### src/client_address_registry_table_unit_assert.svh
// assertion macros used by the scan control in carut_ctrl.sv
`ifndef CLIENT_ADDRESS_REGISTRY_TABLE_UNIT_ASSERT_SVH
`define CLIENT_ADDRESS_REGISTRY_TABLE_UNIT_ASSERT_SVH

// same-cycle implication, checked on every rising clock edge outside reset
`define CARUT_ASSERT_NOW(label, ante, cons, msg) \
   label: assert property (@(posedge clock) disable iff (reset) (ante) |-> (cons)) \
      else $error(msg);

// next-cycle implication
`define CARUT_ASSERT_NEXT(label, ante, cons, msg) \
   label: assert property (@(posedge clock) disable iff (reset) (ante) |=> (cons)) \
      else $error(msg);

`endif

### src/carut_pkg.sv
package carut_pkg;

   localparam int TABLE_SLOTS_DEF = 32;
   localparam int TABLE_SLOTS_MAX = 64;

   localparam int OP_W   = 2;
   localparam int UID_W  = 31;
   localparam int IP_W   = 32;
   localparam int PORT_W = 16;
   localparam int SLOT_W = 6;

   localparam int ENTRY_W = UID_W + IP_W + PORT_W;

   typedef enum logic [OP_W-1:0] {
      OP_REGISTER  = 2'd0,
      OP_FETCH_ALL = 2'd1,
      OP_LOOKUP_ID = 2'd2,
      OP_LOOKUP_IP = 2'd3
   } op_type;

   typedef enum logic [1:0] {
      KIND_REG_ACK = 2'd0,
      KIND_ENTRY   = 2'd1,
      KIND_ID_ACK  = 2'd2,
      KIND_IP_ACK  = 2'd3
   } kind_type;

   typedef enum logic [1:0] {
      OUT_OK        = 2'd0,
      OUT_DUPLICATE = 2'd1,
      OUT_FULL      = 2'd2,
      OUT_NOT_FOUND = 2'd3
   } outcome_type;

   typedef enum logic {
      ST_IDLE = 1'b0,
      ST_SCAN = 1'b1
   } state_type;

   // one table slot as kept in the memory
   typedef struct packed {
      logic [UID_W-1:0]  user_id;
      logic [IP_W-1:0]   ip;
      logic [PORT_W-1:0] port;
   } entry_type;

   // one result word
   typedef struct packed {
      kind_type          kind;
      outcome_type       outcome;
      logic [UID_W-1:0]  user_id;
      logic [IP_W-1:0]   ip;
      logic [PORT_W-1:0] port;
      logic [SLOT_W-1:0] slot;
      logic              last;
   } rsp_type;

endpackage

### src/carut_ram.sv
module carut_ram #(
   parameter int WIDTH  = 8,
   parameter int DEPTH  = 32,
   parameter int ADDR_W = 5
) (
   input  logic              clock,
   input  logic              wr_en,
   input  logic [ADDR_W-1:0] wr_addr,
   input  logic [WIDTH-1:0]  wr_data,
   input  logic [ADDR_W-1:0] rd_addr,
   output logic [WIDTH-1:0]  rd_data
);

   logic [WIDTH-1:0] mem_ff [DEPTH];
   logic [WIDTH-1:0] rd_data_ff;

   always_ff @(posedge clock) begin
      if (wr_en) begin
         mem_ff[wr_addr] <= wr_data;
      end
      rd_data_ff <= mem_ff[rd_addr];
   end

   assign rd_data = rd_data_ff;

endmodule

### src/carut_store.sv
module carut_store
   import carut_pkg::*;
#(
   parameter int TABLE_SLOTS = TABLE_SLOTS_DEF,
   parameter int ADDR_W      = 5
) (
   input  logic              clock,
   input  logic              reset,
   input  logic              wr_en,
   input  logic [ADDR_W-1:0] wr_addr,
   input  entry_type         wr_entry,
   input  logic [ADDR_W-1:0] rd_addr,
   output entry_type         rd_entry
);

   logic [TABLE_SLOTS-1:0] valid_ff;
   logic [TABLE_SLOTS-1:0] valid_in;
   logic                   rd_valid_ff;
   logic [ENTRY_W-1:0]     ram_q;

   carut_ram #(
      .WIDTH  (ENTRY_W),
      .DEPTH  (TABLE_SLOTS),
      .ADDR_W (ADDR_W)
   ) u_ram (
      .clock   (clock),
      .wr_en   (wr_en),
      .wr_addr (wr_addr),
      .wr_data (wr_entry),
      .rd_addr (rd_addr),
      .rd_data (ram_q)
   );

   // slots never written read as empty
   always_comb begin
      valid_in = valid_ff;
      if (wr_en) begin
         valid_in[wr_addr] = 1'b1;
      end
   end

   always_ff @(posedge clock) begin
      if (reset) begin
         valid_ff    <= '0;
         rd_valid_ff <= 1'b0;
      end else begin
         valid_ff    <= valid_in;
         rd_valid_ff <= valid_ff[rd_addr];
      end
   end

   assign rd_entry = rd_valid_ff ? entry_type'(ram_q) : '0;

endmodule

### src/carut_ctrl.sv
`include "client_address_registry_table_unit_assert.svh"

module carut_ctrl
   import carut_pkg::*;
#(
   parameter int TABLE_SLOTS = TABLE_SLOTS_DEF,
   parameter int ADDR_W      = 5
) (
   input  logic              clock,
   input  logic              reset,
   input  logic              start,
   input  logic [OP_W-1:0]   req_operation,
   input  logic [UID_W-1:0]  req_client_id,
   input  logic [IP_W-1:0]   req_source_ip,
   input  logic [PORT_W-1:0] req_listen_port,
   input  logic [UID_W-1:0]  req_query_user_id,
   input  logic [IP_W-1:0]   req_query_ip,
   output logic              busy,
   output logic [ADDR_W-1:0] rd_addr,
   input  entry_type         rd_entry,
   output logic              wr_en,
   output logic [ADDR_W-1:0] wr_addr,
   output entry_type         wr_entry,
   output logic              rsp_fire,
   output rsp_type           rsp_word
);

   state_type         state_ff, state_in;
   logic [ADDR_W-1:0] idx_ff, idx_in;
   op_type            op_ff;
   logic [UID_W-1:0]  uid_ff;
   logic [IP_W-1:0]   sip_ff;
   logic [PORT_W-1:0] port_ff;
   logic [UID_W-1:0]  quid_ff;
   logic [IP_W-1:0]   qip_ff;
   logic              accept;
   logic              is_last;
   logic              done;

   assign accept  = start && (state_ff == ST_IDLE);
   assign busy    = (state_ff != ST_IDLE);
   assign is_last = (idx_ff == ADDR_W'(TABLE_SLOTS - 1));

   always_ff @(posedge clock) begin
      if (reset) begin
         state_ff <= ST_IDLE;
         idx_ff   <= '0;
      end else begin
         state_ff <= state_in;
         idx_ff   <= idx_in;
      end
   end

   always_ff @(posedge clock) begin
      if (accept) begin
         op_ff   <= op_type'(req_operation);
         uid_ff  <= req_client_id;
         sip_ff  <= req_source_ip;
         port_ff <= req_listen_port;
         quid_ff <= req_query_user_id;
         qip_ff  <= req_query_ip;
      end
   end

   assign wr_addr  = idx_ff;
   assign wr_entry = '{user_id: uid_ff, ip: sip_ff, port: port_ff};

   always_comb begin
      state_in = state_ff;
      idx_in   = idx_ff;
      rd_addr  = '0;
      wr_en    = 1'b0;
      rsp_fire = 1'b0;
      done     = 1'b0;
      rsp_word = '{kind: kind_type'(op_ff), outcome: OUT_OK, user_id: uid_ff,
                   ip: sip_ff, port: '0, slot: SLOT_W'(idx_ff), last: 1'b1};
      case (state_ff)
         ST_IDLE: begin
            // slot 0 is read while idle so it is ready after accept
            idx_in = '0;
            if (accept) begin
               state_in = ST_SCAN;
            end
         end
         ST_SCAN: begin
            rd_addr = is_last ? '0 : idx_ff + 1'b1;
            case (op_ff)
               OP_REGISTER: begin
                  if (rd_entry.user_id == uid_ff) begin
                     rsp_fire         = 1'b1;
                     rsp_word.outcome = OUT_DUPLICATE;
                  end else if (rd_entry.user_id == '0) begin
                     wr_en    = 1'b1;
                     rsp_fire = 1'b1;
                  end else if (is_last) begin
                     rsp_fire         = 1'b1;
                     rsp_word.outcome = OUT_FULL;
                     rsp_word.slot    = '0;
                  end
               end
               OP_FETCH_ALL: begin
                  rsp_fire         = 1'b1;
                  rsp_word.user_id = rd_entry.user_id;
                  rsp_word.ip      = rd_entry.ip;
                  rsp_word.port    = rd_entry.port;
                  rsp_word.last    = is_last;
               end
               OP_LOOKUP_ID: begin
                  rsp_word.user_id = quid_ff;
                  if (rd_entry.user_id != '0 && rd_entry.user_id == quid_ff) begin
                     rsp_fire      = 1'b1;
                     rsp_word.ip   = rd_entry.ip;
                     rsp_word.port = rd_entry.port;
                  end else if (is_last) begin
                     rsp_fire         = 1'b1;
                     rsp_word.outcome = OUT_NOT_FOUND;
                     rsp_word.ip      = '0;
                     rsp_word.slot    = '0;
                  end
               end
               default: begin
                  rsp_word.ip = qip_ff;
                  if (rd_entry.user_id != '0 && rd_entry.ip == qip_ff) begin
                     rsp_fire         = 1'b1;
                     rsp_word.user_id = rd_entry.user_id;
                     rsp_word.port    = rd_entry.port;
                  end else if (is_last) begin
                     rsp_fire         = 1'b1;
                     rsp_word.outcome = OUT_NOT_FOUND;
                     rsp_word.user_id = '0;
                     rsp_word.slot    = '0;
                  end
               end
            endcase
            done   = rsp_fire && rsp_word.last;
            idx_in = idx_ff + 1'b1;
            if (done) begin
               state_in = ST_IDLE;
               idx_in   = '0;
            end
         end
         default: begin
            state_in = ST_IDLE;
            idx_in   = '0;
         end
      endcase
   end

   `CARUT_ASSERT_NOW(a_wr_only_on_register, wr_en, (state_ff == ST_SCAN) && (op_ff == OP_REGISTER) && rsp_fire, "memory write outside a register scan")
   `CARUT_ASSERT_NEXT(a_single_write, wr_en, !wr_en, "more than one write for one request")
   `CARUT_ASSERT_NEXT(a_last_ends_scan, rsp_fire && rsp_word.last, state_ff == ST_IDLE, "scan continues after final word")
   `CARUT_ASSERT_NEXT(a_accept_starts_at_zero, accept, (state_ff == ST_SCAN) && (idx_ff == '0), "scan does not start at slot zero")

endmodule

### src/client_address_registry_table_unit.sv
// response: a register or lookup word is registered out after the slot that decides it,
//    or after the last slot on a miss or full table; fetch all gives TABLE_SLOTS words on
//    consecutive cycles
// throughput: a new request is taken only once the scan for the last one has ended, set by
//    the single memory read port that scans one slot a cycle; words cannot be held off
// reset: synchronous; per-slot valid bits clear at once so every slot reads empty, no sweep
module client_address_registry_table_unit
   import carut_pkg::*;
#(
   parameter int TABLE_SLOTS = TABLE_SLOTS_DEF
) (
   input  logic              clock,
   input  logic              reset,

   // request channel
   input  logic              start,
   output logic              busy,
   input  logic [OP_W-1:0]   req_operation,
   input  logic [UID_W-1:0]  req_client_id,
   input  logic [IP_W-1:0]   req_source_ip,
   input  logic [PORT_W-1:0] req_listen_port,
   input  logic [UID_W-1:0]  req_query_user_id,
   input  logic [IP_W-1:0]   req_query_ip,

   // response channel
   output logic              rsp_strobe,
   output logic [1:0]        rsp_reply_kind,
   output logic [1:0]        rsp_outcome,
   output logic [UID_W-1:0]  rsp_reply_user_id,
   output logic [IP_W-1:0]   rsp_reply_ip,
   output logic [PORT_W-1:0] rsp_reply_port,
   output logic [SLOT_W-1:0] rsp_slot_index,
   output logic              rsp_last
);

   // slot address width, at least one bit for a single-slot table
   localparam int ADDR_W = (TABLE_SLOTS > 1) ? $clog2(TABLE_SLOTS) : 1;

   // memory access between scan control and the slot store
   logic [ADDR_W-1:0] rd_addr;
   entry_type         rd_entry;
   logic              wr_en;
   logic [ADDR_W-1:0] wr_addr;
   entry_type         wr_entry;

   // word decided in the current scan cycle
   logic    rsp_fire;
   rsp_type rsp_word;

   // output register, one word per strobe
   logic    rsp_valid_ff;
   rsp_type rsp_word_ff;

   // slot store: one memory row per slot plus valid bits
   carut_store #(
      .TABLE_SLOTS (TABLE_SLOTS),
      .ADDR_W      (ADDR_W)
   ) u_store (
      .clock    (clock),
      .reset    (reset),
      .wr_en    (wr_en),
      .wr_addr  (wr_addr),
      .wr_entry (wr_entry),
      .rd_addr  (rd_addr),
      .rd_entry (rd_entry)
   );

   // request sequencer: walks the slots and decides each word
   carut_ctrl #(
      .TABLE_SLOTS (TABLE_SLOTS),
      .ADDR_W      (ADDR_W)
   ) u_ctrl (
      .clock             (clock),
      .reset             (reset),
      .start             (start),
      .req_operation     (req_operation),
      .req_client_id     (req_client_id),
      .req_source_ip     (req_source_ip),
      .req_listen_port   (req_listen_port),
      .req_query_user_id (req_query_user_id),
      .req_query_ip      (req_query_ip),
      .busy              (busy),
      .rd_addr           (rd_addr),
      .rd_entry          (rd_entry),
      .wr_en             (wr_en),
      .wr_addr           (wr_addr),
      .wr_entry          (wr_entry),
      .rsp_fire          (rsp_fire),
      .rsp_word          (rsp_word)
   );

   // strobe needs reset, the payload only follows it
   always_ff @(posedge clock) begin
      if (reset) begin
         rsp_valid_ff <= 1'b0;
      end else begin
         rsp_valid_ff <= rsp_fire;
      end
   end

   always_ff @(posedge clock) begin
      if (rsp_fire) begin
         rsp_word_ff <= rsp_word;
      end
   end

   assign rsp_strobe        = rsp_valid_ff;
   assign rsp_reply_kind    = rsp_word_ff.kind;
   assign rsp_outcome       = rsp_word_ff.outcome;
   assign rsp_reply_user_id = rsp_word_ff.user_id;
   assign rsp_reply_ip      = rsp_word_ff.ip;
   assign rsp_reply_port    = rsp_word_ff.port;
   assign rsp_slot_index    = rsp_word_ff.slot;
   assign rsp_last          = rsp_word_ff.last;

endmodule
### config.mk
export PLATFORM = sky130hd
export DESIGN_NAME = client_address_registry_table_unit
export DESIGN_NICKNAME = d
export VERILOG_FILES = /design/src/carut_pkg.sv /design/src/carut_ram.sv /design/src/carut_store.sv /design/src/carut_ctrl.sv /design/src/client_address_registry_table_unit.sv
export VERILOG_INCLUDE_DIRS = /design/src /design/src/src
export SDC_FILE = /design/constraint.sdc
export NUM_CORES = 2
export LEC_CHECK = 0
export BUFFER_PORTS_ARGS = -buffer_cell sky130_fd_sc_hd__buf_4
export CAP_MARGIN = 30
export CORE_MARGIN = 5
export CORE_UTILIZATION = 40
export CTS_BUF_LIST = sky130_fd_sc_hd__clkbuf_8
export DETAILED_ROUTE_END_ITERATION = 7
export PLACE_DENSITY = 0.55
export SLEW_MARGIN = 20
export SYNTH_ARGS = -nofsm -noshare
export SYNTH_HDL_FRONTEND = slang
export SYNTH_SLANG_ARGS = --single-unit
### constraint.sdc
create_clock -name clock -period 17.85 [get_ports clock]
set_clock_uncertainty 0.05 [all_clocks]
set_input_delay 0 -clock clock [delete_from_list [all_inputs] [get_ports clock]]
set_output_delay 0 -clock clock [all_outputs]
set_load 0.05 [all_outputs]
==> out/summary.md <==
Global routing finished with a remaining overflow of 0. The number of clock buffers added by TritonCTS is 454. The relative contribution of combinational cells to total power was 5.4%.

The highest net fanout along the worst path was 52; the total routing usage reported by global routing was 23.4%. The count of endpoints failing hold in the final timing report came out at 0. TritonCTS built the clock tree. Timing would allow up to 147 MHz. The logs give 67320 for the via count of the first global-routing pass and 0 for the number of nets with antenna violations after routing.

Cell internal power was estimated by the tool at 10.4 mW. The vertical die dimension works out to 540 um. Measured along the x axis, the die boundary spans 540 um. Detailed placement finished with a half-perimeter wire length of 183 mm. The measured slew at the worst slew-check pin was 1.10 ns; the switching fraction of total power was 23.2%.

The worst vdd rail ir drop was 79.0 uV. The routed layout has 68073 vias. For the worst setup path, the data required time is 18.72 ns. Setup total negative slack on the finished layout was measured at 0 ns. The run finished with clean final reports.

The area growth from synthesis to layout is 16.3%, and the worst hold-check slack is 0.146 ns. For the remaining design rule violation count, the log shows 0. The congestion estimate from routability-driven global placement came to 0.808. The netlist uses 71 different library cells. The number of instances resized during post-cts repair was 0; the static power due to leakage was 41.8 nW. The critical path in this run is classified as flop to flop. The proportion of power drawn by flip-flops and latches is 55.8%, and the pin count of the biggest net entering global routing is 173. The run gives 0 as the final count of pins violating max slew.

In this run the power density over the cells is 104 mW/mm2. Of all cell types, the one taking the most synthesized area is sky130_fd_sc_hd__edfxtp_1. The switching component of the power came out at 3.14 mW. For this run, the leading register cell type out of synthesis is sky130_fd_sc_hd__edfxtp_1. The maximum clock path buffer count came out at 4. The tree is rooted in a sky130_fd_sc_hd__clkbuf_8. The run gives 0 as the reported max-cap violation count. Setup violations remaining at the end of the flow were counted as 0.

Using the TritonRoute via totals, the vias-per-cell ratio works out to 5.94. The synthesized flop and latch total works out to 2880. In the layout the commonest cells are sky130_fd_sc_hd__edfxtp_1, sky130_fd_sc_hd__nand2_1, sky130_fd_sc_hd__clkbuf_8. The standard cell core area was 0.280 mm2; the per-cell routed wire length was 30.7 um. The logs give 40.2% for the initial core utilization and 11458 for the count of placed standard cells in the final layout, fillers left out. Fraction of the core area covered by cells at the end of the flow: 46.7%. Normalized max-slew margin: 26.9%. The floorplan step defined a die boundary enclosing 0.292 mm2. Before CTS, the worst setup slack after placement is 10.90 ns. The number of nets in the synthesized netlist is 6801.

In this run, the number of DRC markers left after iteration 0 of detailed routing was 8941. Ranked by total cell area, the synthesized netlist is headed by sky130_fd_sc_hd__edfxtp_1, sky130_fd_sc_hd__mux4_2, sky130_fd_sc_hd__nand2_1. A synthesized cell averages 16.9 um2.

The worst path arrival time came out at 7.66 ns. For this run, asynchronously set or reset flops after synthesis account for 0%. The worst register-to-register path has a setup slack of 11.06 ns. Yosys mapped a number of flops with a built-in enable equal to 2761. The tools report the startpoint kind of the worst setup timing path as a flop. The logs give 12 for the initial antenna violation count and 239 for the number of top-level pins. The cell count after synthesis came out at 6648.

The share of the synthesized area in the top cell type was 73.8%; the cell area after synthesis was 0.112 mm2. The logs give 1.03 ns for the insertion delay of the later-clocked pin in the worst-skew pair and 5 for the number of H-tree levels. The post-route fraction of the period consumed by the critical path came out at 38.0%. Most common cell after layout, fill and taps aside: sky130_fd_sc_hd__edfxtp_1. STA classifies the critical path endpoint as a flop.

For this run, the post-layout net count is 7506. The clock period minus worst slack came out at 6.79 ns. The total length of routed wires is 352 mm, and the proportion of layout cells with a drive suffix above 1 is 19.3%. The placed instances occupy a cell area of 0.119 mm2. Clock-pin slew was measured on the worst setup and hold paths at 0.06 ns. The clock sink total was 2880.

After routing the design area is 0.131 mm2. The clock group share of total power is 38.9%, and the count of input and output buffers is 237. After floorplanning, the core was divided into 194 placement rows.

The final worst setup slack was 11.06 ns. The tightest min-delay check is of the input port to flop type. The number of iterations in the first detailed-routing pass was 6. Setup repair after global routing left no endpoint under its margin. Sequential elements use 75.9% of the synthesized area. During synthesis, Yosys emitted a total of 0 warnings. The total power consumption of the routed design is 13.5 mW.

In this run, placement finished with an instance count of 10304. The first global-routing pass estimated 497 mm of wire.
-- cells in the mapped netlist (all sizes together), types with 9 or more instances --
master / instances
o211ai: 101
o22ai: 276
and3: 31
o32ai: 9
o21ai: 327
a22oi: 29
inv: 9
o21a: 39
nand4: 85
nand3: 307
nor3b: 17
clkbuf: 349
nand2: 668
o2111ai: 63
mux4: 368
a311oi: 36
nor4bb: 26
xnor2: 44
a2bb2oi: 16
nand3b: 36
buf: 165
o221ai: 226
nand4b: 15
edfxtp: 2761
a21oi: 93
a31oi: 63
dfxtp: 119
nor2: 199
and2: 9
or3: 96
-- area by class of cell --
| cell class | instances | area, um2 |
|---|---|---|
| fillers | 23939 | 149000 |
| flip-flops and latches | 2880 | 85300 |
| multi-input cells | 3244 | 25200 |
| repair buffers | 763 | 7020 |
| clock buffers | 488 | 6720 |
| well taps | 3724 | 4660 |
| clock inverters | 347 | 1740 |
| inverters | 10 | 45.0 |
| diodes | 2 | 5.00 |
-- critical path, stage by stage (launching register included) --
cell and delay, ns:
sky130_fd_sc_hd__dfxtp_4 0.51, sky130_fd_sc_hd__ha_1 0.38, sky130_fd_sc_hd__nand3_1 0.14, sky130_fd_sc_hd__inv_1 0.06, sky130_fd_sc_hd__ha_1 0.17, sky130_fd_sc_hd__buf_4 0.27, sky130_fd_sc_hd__nand2b_4 0.59, sky130_fd_sc_hd__nor2_4 0.77
sky130_fd_sc_hd__buf_4 0.77, sky130_fd_sc_hd__buf_4 0.69, sky130_fd_sc_hd__buf_4 0.78, sky130_fd_sc_hd__mux4_2 0.60, sky130_fd_sc_hd__mux4_2 0.47, sky130_fd_sc_hd__nand2_1 0.10, sky130_fd_sc_hd__o21ai_0 0.11, sky130_fd_sc_hd__buf_4 0.17
-- layer usage --
layer | GRT usage, % | routed length [um] | up-vias
met1 | 32.1 | 143000 | 35469
li1 | - | - | 28464
met4 | 7.82 | 11800 | 2
met5 | 0 | 13 | -
met2 | 37.9 | 168000 | 3500
met3 | 4.13 | 29600 | 638
-- final timing paths --
| path | start | to | cells after the start |
|---|---|---|---|
| min | reset | u_store.valid_ff[10] | 5 |
| max | u_ctrl.wr_addr[0] | u_store.u_ram.rd_data[41] | 15 |
| max reg2reg | u_ctrl.wr_addr[0] | u_store.u_ram.rd_data[41] | 15 |
| min reg2reg | u_store.valid_ff[1] | u_store.valid_ff[1] | 1 |
-- cells by family (layout without fill, tap and decap cells) --
logic type                 Yosys count  in the layout  synth area share (%)
xor gates and xnor gates            49             49                 0.382
AOI/OAI and AO/OA                 1299           1299                  7.85
buffers and inverters              524           1608                  1.94
other                                1              3               0.00334
muxes                              368            368                  7.38
adders and majority gates            6              6                0.0668
and+or+nand+nor                   1521           1521                  6.47
DFF                               2880           2880                  75.9
-- power groups by stage --
| stage | sequential, mW | clock (mW) | combinational (mW) |
|---|---|---|---|
| after floorplan | 7.72 | 0 | 0.347 |
| after global placement | 7.71 | 0 | 0.633 |
| after detailed placement | 7.71 | 0 | 0.647 |
| after CTS | 7.57 | 5.36 | 0.700 |
| after global routing | 7.55 | 5.67 | 0.774 |
| final | 7.55 | 5.26 | 0.725 |
-- sequential cells by signal (all words and copies together) (netlist names), 16 cells and up --
signal	flops
u_store.u_ram.mem_ff	2528
u_store.u_ram.rd_data	79
rsp_reply_ip	32
u_ctrl.qip_ff	32
u_ctrl.sip_ff	32
u_store.valid_ff	32
rsp_reply_user_id	31
u_ctrl.quid_ff	31
u_ctrl.uid_ff	31
rsp_reply_port	16
u_ctrl.port_ff	16
-- timing repair --
item | CTS | global route
hold buffers | 291 | 0
endpoints found under the hold margin | 251 | 0
setup buffers | 0 | 0
Power figures use the tool's default switching activity.
